==> src/wpt_pkg.sv <==
// Shared widths, codes and types for the waypoint table with cursor.
// No dependencies; every other file of the block but wpt_ram uses this package.
package wpt_pkg;

  localparam int NUM_W      = 8;
  localparam int WHOLE_W    = 8;
  localparam int FRAC_W     = 20;
  localparam int MICRO_W    = 28;
  localparam int COUNT_W    = 9;
  localparam int KIND_W     = 2;
  localparam int STATUS_W   = 3;

  localparam int TABLE_SLOTS = 256;
  localparam int CHUNK_BITS  = 32;
  localparam int CHUNK_W     = $clog2(CHUNK_BITS);
  localparam int CHUNK_SEL_W = NUM_W - CHUNK_W;
  localparam logic [CHUNK_SEL_W-1:0] CHUNK_LAST = CHUNK_SEL_W'(TABLE_SLOTS / CHUNK_BITS - 1);

  localparam int KEY_COUNT_DEF  = 256;
  localparam int FRAC_SCALE_DEF = 1000000;

  typedef enum logic [KIND_W-1:0] {
    KIND_INSERT = 2'd0,
    KIND_LOOKUP = 2'd1,
    KIND_NEXT   = 2'd2,
    KIND_PREV   = 2'd3
  } kind_t;

  typedef enum logic [STATUS_W-1:0] {
    ST_OK    = 3'd0,
    ST_DUP   = 3'd1,
    ST_MISS  = 3'd2,
    ST_END   = 3'd3,
    ST_EMPTY = 3'd4
  } status_t;

  typedef struct packed {
    logic             done;
    logic             found;
    logic [NUM_W-1:0] index;
  } scan_res_t;

endpackage

==> src/wpt_scan.sv <==
// Chunked search of the presence map for the nearest set bit above or below
// a start number, one 32-bit chunk a cycle. Depends on wpt_pkg.
module wpt_scan (
  input  logic                                clk,
  input  logic                                rst,
  input  logic                                start,
  input  logic                                dir_up,
  input  logic [wpt_pkg::NUM_W-1:0]           from,
  input  logic [wpt_pkg::TABLE_SLOTS-1:0]     map,
  output wpt_pkg::scan_res_t                  result
);

  localparam int CB = wpt_pkg::CHUNK_BITS;
  localparam int CW = wpt_pkg::CHUNK_W;
  localparam int SW = wpt_pkg::CHUNK_SEL_W;

  logic          busy;
  logic          first;
  logic          dir_q;
  logic [SW-1:0] chunk;
  logic [CW-1:0] bitpos;
  logic [CB-1:0] chunk_bits;
  logic [CB-1:0] mask;
  logic [CB-1:0] cand;
  logic [CW-1:0] pos;
  logic          hit;
  logic          last;

  always_comb begin
    chunk_bits = map[{chunk, CW'(0)} +: CB];
    if (!first) begin
      mask = '1;
    end else if (dir_q) begin
      mask = ~(((CB)'(2) << bitpos) - (CB)'(1));
    end else begin
      mask = ((CB)'(1) << bitpos) - (CB)'(1);
    end
    cand = chunk_bits & mask;
    hit  = |cand;
    last = dir_q ? (chunk == wpt_pkg::CHUNK_LAST) : (chunk == '0);
    pos  = '0;
    if (dir_q) begin
      for (int j = CB - 1; j >= 0; j--) begin
        if (cand[j]) begin
          pos = CW'(j);
        end
      end
    end else begin
      for (int j = 0; j < CB; j++) begin
        if (cand[j]) begin
          pos = CW'(j);
        end
      end
    end
  end

  always_ff @(posedge clk) begin
    if (rst) begin
      busy         <= 1'b0;
      result.done  <= 1'b0;
      result.found <= 1'b0;
      result.index <= '0;
      first        <= 1'b0;
      dir_q        <= 1'b0;
      chunk        <= '0;
      bitpos       <= '0;
    end else if (start) begin
      busy        <= 1'b1;
      result.done <= 1'b0;
      first       <= 1'b1;
      dir_q       <= dir_up;
      chunk       <= from[wpt_pkg::NUM_W-1:CW];
      bitpos      <= from[CW-1:0];
    end else if (busy) begin
      first <= 1'b0;
      if (hit || last) begin
        busy         <= 1'b0;
        result.done  <= 1'b1;
        result.found <= hit;
        result.index <= {chunk, pos};
      end else if (dir_q) begin
        chunk <= chunk + SW'(1);
      end else begin
        chunk <= chunk - SW'(1);
      end
    end
  end

endmodule

==> config.mk <==
export PLATFORM = sky130hd
export DESIGN_NAME = wpt_scan
export DESIGN_NICKNAME = d
export VERILOG_FILES = /design/src/wpt_pkg.sv /design/src/wpt_scan.sv
export SDC_FILE = /design/constraint.sdc
export NUM_CORES = 1
export LEC_CHECK = 0
export ABC_AREA = 1
export BUFFER_PORTS_ARGS = -buffer_cell sky130_fd_sc_hd__buf_2
export CAP_MARGIN = 15
export CORE_MARGIN = 5
export CORE_UTILIZATION = 40
export CTS_BUF_LIST = sky130_fd_sc_hd__clkbuf_8
export DETAILED_ROUTE_END_ITERATION = 10
export PLACE_DENSITY = 0.74
export SLEW_MARGIN = 20
export SYNTH_ARGS = -nofsm -noshare
export SYNTH_HDL_FRONTEND = slang
export SYNTH_SLANG_ARGS = --single-unit
==> constraint.sdc <==
create_clock -name clk -period 7.83 [get_ports clk]
set_input_delay 1.1745 -clock clk [delete_from_list [all_inputs] [get_ports clk]]
set_output_delay 1.1745 -clock clk [all_outputs]
set_load 0.01 [all_outputs]
# Yosys cells after proc, flatten, opt, wreduce, memory -nomap -nowiden
# Index checks and enable logic that the tools add are counted.
# Widths: inputs -> output; s select.
dict set report totals {
  reg_bits 21
  in_bits 268
  output_inout_bits 10
  word_cells 104
}
dict set report op_classes {
  n_addsub 4
  eq_ne 2
  shifts 3
  mux 76
  bitwise_logic 3
  n_reduce_logical 8
}
# cell n
set op_table {}
lappend op_table {{$mux 5} 63}
lappend op_table {{$shiftx 256x9->32} 1}
lappend op_table {{$mux 32} 2}
lappend op_table {{$sub 32x2->32 const B} 2}
lappend op_table {{$and 32x32->32} 1}
lappend op_table {{$not 32->32} 1}
lappend op_table {{$reduce_or 32->1} 1}
lappend op_table {{$shl 1x5->32 const A} 1}
lappend op_table {{$shl 2x5->32 const A} 1}
lappend op_table {{$mux 3} 4}
lappend op_table {{$mux 1} 7}
lappend op_table {{$reduce_and 2->1} 2}
lappend op_table {{$add 3x1->3 const B} 1}
lappend op_table {{$eq 3x3->1 const B} 1}
lappend op_table {{$logic_not 3->1} 1}
lappend op_table {{$reduce_and 3->1} 1}
lappend op_table {{$sub 3x1->3 const B} 1}
lappend op_table {{$ne 2x2->1 const B} 1}
lappend op_table {{$reduce_bool 2->1} 1}
lappend op_table {{$reduce_or 2->1} 1}
lappend op_table {{$logic_or 1x1->1} 1}
lappend op_table {{$not 1->1} 1}

# Depth between registers and ports, before layout
# Gate-level depths: netlist of the first run.
dict set report depth {
  depth_word 39
  depth_mapped 48
  mapped_depth_nobuf 47
}

# Worst setup path before layout of the first run
# Ideal clock, no wire load.
dict set report synth_path {
  path_kind {register to register}
  start {reg bitpos[3]}
  end {reg result[1] (netlist name)}
  setup_ns 0.117
  t_arrival_ns 3.319
  required_time_ns 7.713
  setup_slack_ns 4.394
  path_stages_with_launch 30
  path_buffers 1
  synth_period_minus_slack_ns 3.436
  path_cell_list {dfxtp_1 > nor2_4 > inv_4 > nor2_1 > inv_1 > ha_1 > nand2_1 > nor2_4 > nand2_4 > nor2_4 > nand2_2 > nor2_4 > nand2_1 > xor2_1 > nor2_1 > o211ai_1 > nand2_1 > nor2_2 > nand2_1 > nor2_2 > nand2_1 > a311oi_1 > inv_1 > nand2_1 > inv_2 > nand2_2 > inv_2 > buf_6 > o21ai_1 > nor2_1}
}
dict set report synth_via {
  elab_chain_len 39
  word_cells_on_any_way 74
  classes_between {add/sub (2); shift (2); mux (65); bitwise (2); reduce/logical (3)}
}
# item line_no
set synth_rtl {}
lappend synth_rtl {{start, declared} wpt_scan.sv:21} ;# logic [CW-1:0] bitpos;
lappend synth_rtl {{start signal, assigned} wpt_scan.sv:73} ;# bitpos <= from[CW-1:0];
lappend synth_rtl {{$shl 2x5->32} wpt_scan.sv:34} ;# mask = ~(((CB)'(2) << bitpos) - (CB)'(1));
lappend synth_rtl {{$sub 32x2->32} wpt_scan.sv:34}
lappend synth_rtl {{$not 32->32} wpt_scan.sv:34}
lappend synth_rtl {{$mux 32 (*)} wpt_scan.sv:33} ;# end else if (dir_q) begin
lappend synth_rtl {{$mux 32 (*)} wpt_scan.sv:31} ;# if (!first) begin
lappend synth_rtl {{$and 32x32->32 (*)} wpt_scan.sv:38} ;# cand = chunk_bits & mask;
lappend synth_rtl {{$mux 5 (32 in series)} wpt_scan.sv:44} ;# if (cand[j]) begin
lappend synth_rtl {{$mux 5} wpt_scan.sv:42} ;# if (dir_q) begin
lappend synth_rtl {{end, declared} wpt_scan.sv:10} ;# output wpt_pkg::scan_res_t result
# Every way passes the cells marked *; elsewhere a longest branch is shown, timed or not.
# A chain may end at the register's enable or synchronous reset.

# Worst setup path after layout of the first run
dict set report layout_path {
  start {reg chunk[0]}
  end {reg result[0] (netlist name)}
}
dict set report layout_via {
  elab_chain_len 35
  word_cells_on_any_way 72
  classes_between {eq/ne (1); shift (1); mux (65); bitwise (1); reduce/logical (4)}
}
# item line_no
set layout_rtl {}
lappend layout_rtl {{start, declared} wpt_scan.sv:20} ;# logic [SW-1:0] chunk;
lappend layout_rtl {{start signal, assigned} wpt_scan.sv:72} ;# chunk <= from[wpt_pkg::NUM_W-1:CW];
lappend layout_rtl {{start signal, assigned} wpt_scan.sv:82} ;# chunk <= chunk + SW'(1);
lappend layout_rtl {{start signal, assigned} wpt_scan.sv:84} ;# chunk <= chunk - SW'(1);
lappend layout_rtl {{$shiftx 256x9->32} wpt_scan.sv:30} ;# chunk_bits = map[{chunk, CW'(0)} +: CB];
lappend layout_rtl {{$and 32x32->32} wpt_scan.sv:38}
lappend layout_rtl {{$mux 5 (32 in series)} wpt_scan.sv:44}
lappend layout_rtl {{$mux 5} wpt_scan.sv:42}
# Parallel ways exist; a longest one is shown, timed or not.

==> results of run 1 <==
[metrics by stage]
stage | instance area [µm²] | instances
finish | 6190 | 1286
global route | 6190 | 1286
CTS | 6180 | 1284
detailed placement | 6140 | 1280
global placement | 6140 | 1280
floorplan | 4760 | 911
[cell usage after synthesis (all sizes together), types with 3 or more instances]
cell type    n
clkinv       4
buf         28
clkbuf      34
a221oi       9
a32o         3
xor2         8
nand2      290
o2111ai      7
nor2       132
o22ai       20
nand4        7
dfxtp       21
a32oi        5
mux2i        3
inv         52
nand3       58
a31oi        5
a21oi       63
o21ai      108
o211a        4
o211ai       9
nor3         4
o221ai      17
[kinds of logic (layout without fill, tap and decap cells)]
| logic type | count (synthesis) | in the layout | synth area share (%) |
|---|---|---|---|
| AOI/OAI and AO/OA | 263 | 263 | 34.0 |
| xor gates and xnor gates | 10 | 10 | 1.84 |
| adders and majority gates | 2 | 2 | 0.683 |
| buffers and inverters | 118 | 348 | 10.3 |
| DFF | 21 | 21 | 8.83 |
| muxes | 3 | 3 | 0.631 |
| other | 0 | 2 | 0 |
| and+or+nand+nor | 494 | 494 | 43.7 |
[layer usage]
layer,vias to the layer above,global-route usage (%)
met3,30,3.84
met5,-,0
li1,3580,-
met4,0,3.98
met2,318,49.2
met1,3246,38.6
[area by class of cell]
class | instances | area [µm²] | area share [%]
diodes | 2 | 5.00 | 0.0809
clock buffers | 3 | 41.3 | 0.667
clock inverters | 1 | 3.75 | 0.0607
inverters | 56 | 214 | 3.46
multi-input cells | 772 | 3850 | 62.2
flip-flops and latches | 21 | 424 | 6.86
well taps | 143 | 179 | 2.89
repair buffers | 288 | 1470 | 23.7
[path summary, 6_finish.rpt]
kind / from / endpoint / cells after the start
hold reg to reg: busy$_SDFF_PP0_ / first$_SDFFE_PP0P_ / 3
setup / recovery: chunk[0]$_SDFFE_PP0P_ / result[0]$_SDFFE_PP0P_ / 18
hold / removal: busy$_SDFF_PP0_ / first$_SDFFE_PP0P_ / 3
setup reg to reg: chunk[0]$_SDFFE_PP0P_ / result[0]$_SDFFE_PP0P_ / 18
[power by group through the flow]
stage          sequential [W]  combinational [W]  clock (W)
2_1_floorplan        0.000122           0.000308          0
3_3_place_gp         0.000129           0.000452          0
3_5_place_dp         0.000129           0.000453          0
4_1_cts              0.000127           0.000455  0.0000706
5_1_grt              0.000128           0.000514  0.0000749
6_report             0.000127           0.000460  0.0000685
[flip-flops by register name (all words and copies together) (netlist names)]
name / cells
chunk: 3
busy: 1
first: 1
result: 10
dir_q: 1
bitpos: 5
[worst max-delay path: cells and delay by family (launching register included)]
kind                   cells  cell delay (ns)
buffers and inverters      5             1.55
AOI/OAI and AO/OA          6             1.11
and+or+nand+nor            7             0.97
DFF                        1             0.70
==> flow_metrics.env, run 1 <==
export IMPL_finalSetupTns_ns=0
export IMPL_die_area_um2=14200
export IMPL_fin_util_pct=53.5
export IMPL_place_worst_setup_slack_ns=3.46
export IMPL_synth_edff_count=0
export IMPL_cpPeakStageDelay_ns=0.72
export IMPL_critical_path_most_common_cell="nand2_1"
export IMPL_ys_seq_elements=21
export IMPL_grt_ovfl_total=0
export IMPL_final_layout_size_suffix_gt1_share_pct=29.4
export IMPL_synth_top_cell_area_share_pct=22.1
export IMPL_mappedNetlistNets=1181
export IMPL_final_common_cell="nand2_1"
export IMPL_required_ns=7.98
export IMPL_critical_path_startpoint_type="flop"
export IMPL_holdWs_ns=0.521
export IMPL_layout_net_count=1412
export IMPL_ys_top_cells_by_area="nand2_1 (22%), o21ai_0 (11%), nor2_1 (9.1%)"
export IMPL_worst_endpoint_arrival_ns=4.67
export IMPL_pwr_share_seq_pct=19.4
export IMPL_cts_tree="built"
export IMPL_dieHeight_um=119
export IMPL_netSwitchingFraction_pct=50.5
export IMPL_p_comb_share_pct=70.2
export IMPL_synth_avg_cell_area_um2=5.23
export IMPL_post_synth_instance_area_um2=4760
export IMPL_grt_max_degree=76
export IMPL_layout_setup_ws_ns=3.31
export IMPL_count_of_clock_tree_sinks=21
export IMPL_met2_wirelength_um=10700
export IMPL_max_slew_margin_pct=52.5
export IMPL_reg2reg_setup_slack_ns=3.31
export IMPL_async_reset_ff_share_pct=0
export IMPL_cts_max_path_buffers=2
export IMPL_rsz_0062_raised_after_global_routing="false"
export IMPL_yosysSeqAreaShare_pct=8.83
export IMPL_cts_root_buf="clkbuf_8"
export IMPL_timing_fmax_ghz=0.221
export IMPL_worst_setup_ep_type="flop"
export IMPL_finClkSkew_ns=0.00340
export IMPL_floorplan_initialDensity_pct=41.2
export IMPL_clk_insertion_delay_late_ns=0.26
export IMPL_worst_setup_hold_path_clk_slew_ns=0.07
export IMPL_number_of_placed_i_o_pins=278
export IMPL_post_dp_hpwl_um=17700
export IMPL_fin_total_pwr_w=0.000656
export IMPL_detail_route_first_pass_iterations=5
export IMPL_post_route_min_period_ns=4.52
export IMPL_layout_cells_most_common_list="nand2_1 (281), buf_2 (277), nor2_1 (116)"
export IMPL_rows=39
export IMPL_holdBufCountCts=0
export IMPL_post_cts_repair_setup_buffers=0
export IMPL_grt_use_total_pct=28.5
export IMPL_vias=7174
export IMPL_die_width_um=119
export IMPL_m1WireLength_um=9170
export IMPL_coreArea_um2=11600
export IMPL_post_synth_top_area_cell="nand2_1"
export IMPL_drv_slew=0
export IMPL_post_cts_resize_count=0
export IMPL_antenna_violations_before_repair=2
export IMPL_topRoutingLayerUsed="met4"
export IMPL_fill_cells=1295
export IMPL_route_detailed_drc=0
export IMPL_critical_path_slowest_cell="clkinv_2"
export IMPL_worst_slew_pin_transition_ns=0.713
export IMPL_antenna_violating_nets_post_route=0
export IMPL_yosysWarnings=0
export IMPL_critPathMaxFanout=72
export IMPL_vdd_ir_drop_worst_mv=0.0780
export IMPL_h_tree_depth=1
export IMPL_synthCells=911
export IMPL_switching_power_w=0.000331
export IMPL_dr_wl_met3_um=1780
export IMPL_max_cap_viol_count=0
export IMPL_p_per_area_nw_per_um2=106
export IMPL_run_status="finished, final reports clean"
export IMPL_critical_path_class="reg -> reg"
export IMPL_finalHoldViolCount=0
export IMPL_area_delta_synth_final_pct=29.9
export IMPL_static_leakage_power_nw=3.27
export IMPL_internal_power_w=0.000325
export IMPL_share_clk_of_total_power_pct=10.4
export IMPL_grt_first_pass_wirelength_um=33400
export IMPL_port_buffers=277
export IMPL_detail_route_iter0_violations=688
export IMPL_wl_per_cell_um=17.1
export IMPL_tritoncts_num_buffers=3
export IMPL_synth_flop_cell="dfxtp_1"
export IMPL_final_period_utilization_pct=57.7
export IMPL_grt_pass1_vias=6352
export IMPL_postRouteWirelength_um=22000
export IMPL_number_of_vias_per_cell=5.58
export IMPL_setup_viol=0
export IMPL_worst_hold_path_type="reg -> reg"
export IMPL_gpl_wtd_cong=1.04
export IMPL_timing_critical_path_cells="clkinv_2 > buf_4 > o21ai_0 > o22ai_1 > o2111ai_1 > nand2_1 > nor2_1 > nand2_1 > nor2_1 > nand2_1 > a311oi_1 > inv_1 > nand2_1 > inv_2 > nand2_2 > inv_2 > o21ai_0 > a21oi_2"
export IMPL_synth_cell_type_count=52
(Power assumes the default switching activity.)
==> run 2, diff against run 1 <==
- PLACE_DENSITY: 0.74 -> 0.77
- clock period: 7.83 -> 4.1 ns (I/O delays scaled with it)
==> flow_metrics.env, run 2 (synthesis results as in run 1) <==
export IMPL_grt_ovfl_total=0
export IMPL_h_tree_depth=1
export IMPL_die_width_um=119
export IMPL_number_of_vias_per_cell=5.56
export IMPL_post_dp_hpwl_um=18300
export IMPL_critical_path_class="reg -> reg"
export IMPL_cts_max_path_buffers=2
export IMPL_grt_max_degree=84
export IMPL_drv_slew=0
export IMPL_count_of_clock_tree_sinks=21
export IMPL_biggestRegsByFlops="result x10, bitpos x5, chunk x3"
export IMPL_cpPeakStageDelay_ns=0.40
export IMPL_max_cap_viol_count=0
export IMPL_route_detailed_drc=0
export IMPL_timing_rr_start="bitpos[2]$_SDFFE_PP0P_"
export IMPL_finalHoldViolCount=0
export IMPL_tritoncts_num_buffers=3
export IMPL_fill_cells=1274
export IMPL_detail_route_first_pass_iterations=7
export IMPL_worst_r2r_endpoint="result[8]$_SDFFE_PP0P_"
export IMPL_floorplan_initialDensity_pct=41.2
export IMPL_vias=7299
export IMPL_reg2reg_setup_slack_ns=0.24
export IMPL_holdPathEnd="result[6]$_SDFFE_PP0P_"
export IMPL_rsz_0062_raised_after_global_routing="true"
export IMPL_setup_viol=0
export IMPL_worst_setup_hold_path_clk_slew_ns=0.08
export IMPL_holdBufCountCts=0
export IMPL_final_layout_size_suffix_gt1_share_pct=32.9
export IMPL_vdd_ir_drop_worst_mv=0.232
export IMPL_die_area_um2=14200
export IMPL_largest_register_ffs=10
export IMPL_min_path_cells=2
export IMPL_register_with_the_highest_flop_count="result"
export IMPL_gpl_wtd_cong=1.01
export IMPL_coreArea_um2=11600
export IMPL_critical_path_most_common_cell="nand2_1"
export IMPL_placed_area_um2=6250
export IMPL_worst_slew_pin_transition_ns=0.565
export IMPL_grt_pass1_vias=6426
export IMPL_final_period_utilization_pct=94.1
export IMPL_antenna_violations_before_repair=3
export IMPL_worst_setup_ep_type="flop"
export IMPL_worst_hold_path_type="reg -> reg"
export IMPL_layout_cells_most_common_list="nand2_1 (278), buf_2 (277), nor2_1 (111)"
export IMPL_area_delta_synth_final_pct=36.7
export IMPL_number_of_placed_i_o_pins=278
export IMPL_fin_cells=1313
export IMPL_final_common_cell="nand2_1"
export IMPL_max_slew_margin_pct=61.9
export IMPL_static_leakage_power_nw=3.42
export IMPL_detail_route_iter0_violations=730
export IMPL_port_buffers=277
export IMPL_layout_net_count=1438
export IMPL_critical_path_slowest_cell="dfxtp_4"
export IMPL_clk_insertion_delay_late_ns=0.26
export IMPL_placed_cells_incl_taps=1292
export IMPL_critPathMaxFanout=15
export IMPL_cts_root_buf="clkbuf_8"
export IMPL_grt_first_pass_wirelength_um=33700
export IMPL_antenna_violating_nets_post_route=0
export IMPL_critical_path_startpoint_type="flop"
export IMPL_timing_fmax_ghz=0.259
export IMPL_rows=39
export IMPL_wl_per_cell_um=17.1
export IMPL_postRouteWirelength_um=22500
export IMPL_finClkSkew_ns=0.00636
export IMPL_dieHeight_um=119
export IMPL_hold_path_startpoint="result[6]$_SDFFE_PP0P_"
export IMPL_layout_cell_area_non_filler_um2=6510
export IMPL_post_route_min_period_ns=3.86
export IMPL_p_per_area_nw_per_um2=202
export IMPL_run_status="finished, final reports clean"
export IMPL_grt_use_total_pct=29.0
export IMPL_worst_endpoint_arrival_ns=4.00
export IMPL_required_ns=4.24
export IMPL_cts_tree="built"
export IMPL_timing_reg2reg_worst_path_depth=28
## run 2: area by class of cell
class	instances	area [µm²]	share of cell area, %
multi-input cells	772	3930	60.3
clock buffers	3	41.3	0.634
clock inverters	1	5.00	0.0769
diodes	3	7.51	0.115
inverters	56	219	3.36
repair buffers	314	1690	25.9
flip-flops and latches	21	440	6.77
well taps	143	179	2.75
## run 2: what timing repair did
| item | CTS | global route |
|---|---|---|
| setup endpoints to repair | 0 | 13 |
| gates resized for setup | 0 | 30 |
| buffers inserted | 0 | 14 |
## run 2: through the flow
stage	util, %	hold slack (ns)	worst slack (ns)	total power [W]	TNS (ns)
after floorplan	-	0.485	0.664	0.000823	0
after global placement	54.1	0.501	0.201	0.00113	0
after detailed placement	54.1	0.514	0.0823	0.00113	0
after CTS	54.5	0.526	0.0709	0.00127	0
after global routing	56.3	0.559	-0.0891	0.00143	-0.107
final	56.3	0.525	0.243	0.00132	0
## run 2: worst max-delay path by stage
stage / start / endpoint / slack [ns] / cells after the start
after detailed placement: bitpos[4]$_SDFFE_PP0P_ / result[0]$_SDFFE_PP0P_ / 0.08 / 28
after global placement: bitpos[1]$_SDFFE_PP0P_ / result[0]$_SDFFE_PP0P_ / 0.20 / 40
after floorplan: bitpos[3]$_SDFFE_PP0P_ / result[1]$_SDFFE_PP0P_ / 0.66 / 29
after global routing: bitpos[1]$_SDFFE_PP0P_ / result[0]$_SDFFE_PP0P_ / -0.09 / 39
final: bitpos[2]$_SDFFE_PP0P_ / result[8]$_SDFFE_PP0P_ / 0.24 / 28
after CTS: bitpos[4]$_SDFFE_PP0P_ / result[0]$_SDFFE_PP0P_ / 0.07 / 28
## run 2: worst max-delay path, delay by kind of cell, from the launching register on
family,cells,cell delay (ns)
simple gates,17,1.85
compound gates,4,0.73
buf+inv,5,0.37
flops,1,0.40
xor+xnor,1,0.21
fa+ha+maj,1,0.19
## run 2: metal layers
metal	wire length (µm)	GRT usage, %
met1	8980	37.8
met2	10800	49.3
met3	1950	4.60
met4	688	8.11
met5	0	0
## run 2: report_power, final
group	total, W	leakage, nW	internal (W)	switching, W
clock	0.000135	0.0255	0.0000677	0.0000674
combinational	0.000947	3.22	0.000375	0.000572
sequential	0.000234	0.177	0.000216	0.0000182
total	0.00132	3.42	0.000659	0.000658
==> run 3, diff against run 2 <==
- PLACE_DENSITY: 0.77 -> 0.82
==> flow_metrics.env, run 3 (synthesis results as in run 1) <==
export IMPL_dieHeight_um=119
export IMPL_layout_net_count=1437
export IMPL_placed_area_um2=6230
export IMPL_grt_first_pass_wirelength_um=33700
export IMPL_cts_root_buf="clkbuf_8"
export IMPL_post_dp_hpwl_um=17900
export IMPL_setup_viol=0
export IMPL_vias=7472
export IMPL_finalHoldViolCount=0
export IMPL_count_of_clock_tree_sinks=21
export IMPL_gpl_wtd_cong=1.07
export IMPL_coreArea_um2=11600
export IMPL_p_per_area_nw_per_um2=203
export IMPL_register_with_the_highest_flop_count="result"
export IMPL_critical_path_startpoint_type="flop"
export IMPL_layout_cell_area_non_filler_um2=6440
export IMPL_finClkSkew_ns=0.00732
export IMPL_tritoncts_num_buffers=3
export IMPL_grt_max_degree=55
export IMPL_post_route_min_period_ns=3.79
export IMPL_worst_setup_ep_type="flop"
export IMPL_worst_setup_hold_path_clk_slew_ns=0.08
export IMPL_grt_pass1_vias=6503
export IMPL_critPathMaxFanout=15
export IMPL_postRouteWirelength_um=22300
export IMPL_die_area_um2=14200
export IMPL_drv_slew=0
export IMPL_max_slew_margin_pct=62.8
export IMPL_final_period_utilization_pct=92.3
export IMPL_route_detailed_drc=0
export IMPL_timing_fmax_ghz=0.264
export IMPL_antenna_violations_before_repair=2
export IMPL_number_of_vias_per_cell=5.70
export IMPL_critical_path_class="reg -> reg"
export IMPL_grt_use_total_pct=28.8
export IMPL_cts_max_path_buffers=2
export IMPL_worst_slew_pin_transition_ns=0.558
export IMPL_wl_per_cell_um=17.0
export IMPL_cts_tree="built"
export IMPL_final_layout_size_suffix_gt1_share_pct=32.5
export IMPL_rows=39
export IMPL_number_of_placed_i_o_pins=278
export IMPL_cpPeakStageDelay_ns=0.37
export IMPL_static_leakage_power_nw=3.40
export IMPL_critical_path_most_common_cell="nand2_1"
export IMPL_worst_hold_path_type="reg -> reg"
export IMPL_area_delta_synth_final_pct=35.3
export IMPL_worst_endpoint_arrival_ns=3.94
export IMPL_detail_route_first_pass_iterations=7
export IMPL_required_ns=4.25
export IMPL_grt_ovfl_total=0
export IMPL_fill_cells=1193
export IMPL_max_cap_viol_count=0
export IMPL_largest_register_ffs=10
export IMPL_port_buffers=277
export IMPL_fin_util_pct=55.7
export IMPL_run_status="finished, final reports clean"
export IMPL_clk_insertion_delay_late_ns=0.26
export IMPL_critical_path_slowest_cell="dfxtp_4"
export IMPL_vdd_ir_drop_worst_mv=0.123
export IMPL_detail_route_iter0_violations=948
export IMPL_floorplan_initialDensity_pct=41.2
export IMPL_antenna_violating_nets_post_route=0
export IMPL_h_tree_depth=1
export IMPL_biggestRegsByFlops="result x10, bitpos x5, chunk x3"
export IMPL_layout_cells_most_common_list="buf_2 (277), nand2_1 (276), nor2_1 (113)"
export IMPL_final_common_cell="buf_2"
export IMPL_die_width_um=119
-- run 3: what timing repair did --
item / CTS / global route
setup buffers: 0 / 13
setup endpoints to repair: 0 / 14
hold endpoints to repair: 0 / 0
hold buffers: 0 / 0
resized for setup: 0 / 27
-- run 3: final cells by class --
cell class	instances	area, µm²	share of cell area, %
Multi-Input combinational cell	772	3900	60.5
Sequential cell	21	440	6.83
Antenna cell	2	5.00	0.0777
Clock inverter	1	5.00	0.0777
Inverter	56	216	3.36
Timing Repair Buffer	313	1660	25.8
Clock buffer	3	41.3	0.641
Tap cell	143	179	2.78
-- run 3: final timing paths --
kind	from	endpoint	slack, ns	cells after the start
hold reg to reg	result[2]$_SDFFE_PP0P_	result[2]$_SDFFE_PP0P_	0.52	2
setup / recovery	bitpos[1]$_SDFFE_PP0P_	result[0]$_SDFFE_PP0P_	0.31	26
setup reg to reg	bitpos[1]$_SDFFE_PP0P_	result[0]$_SDFFE_PP0P_	0.31	26
hold / removal	result[2]$_SDFFE_PP0P_	result[2]$_SDFFE_PP0P_	0.52	2
-- run 3: worst max-delay path: cells and delay by family, from the launching register on --
| kind | cells | cell delay (ns) |
|---|---|---|
| and+or+nand+nor | 15 | 1.74 |
| AOI/OAI and AO/OA | 4 | 0.68 |
| buffers and inverters | 5 | 0.42 |
| DFF | 1 | 0.37 |
| xor gates and xnor gates | 1 | 0.25 |
| adders and majority gates | 1 | 0.20 |
-- run 3: metal layers --
layer	vias to the layer above	wire length (µm)	global-route usage, %
met4	0	885	10.7
met3	61	2250	3.79
met2	479	10300	46.9
met1	3307	8850	38.9
met5	-	0	0
li1	3625	-	-
-- run 3: stage by stage --
step | total power, W | setup TNS [ns] | hold WS (ns) | cells | setup WS, ns
finish | 0.00131 | 0 | 0.523 | 1311 | 0.314
detailed placement | 0.00112 | 0 | 0.514 | 1292 | 0.147
global placement | 0.00112 | 0 | 0.497 | 1292 | 0.212
global route | 0.00142 | -0.183 | 0.558 | 1311 | -0.0499
CTS | 0.00126 | 0 | 0.525 | 1296 | 0.121
floorplan | 0.000823 | 0 | 0.485 | 911 | 0.664
-- run 3: power breakdown --
group / leakage (nW) / internal, W / switching [W]
sequential: 0.177 / 0.000216 / 0.0000143
combinational: 3.20 / 0.000371 / 0.000573
clock: 0.0255 / 0.0000675 / 0.0000634
total: 3.40 / 0.000655 / 0.000651
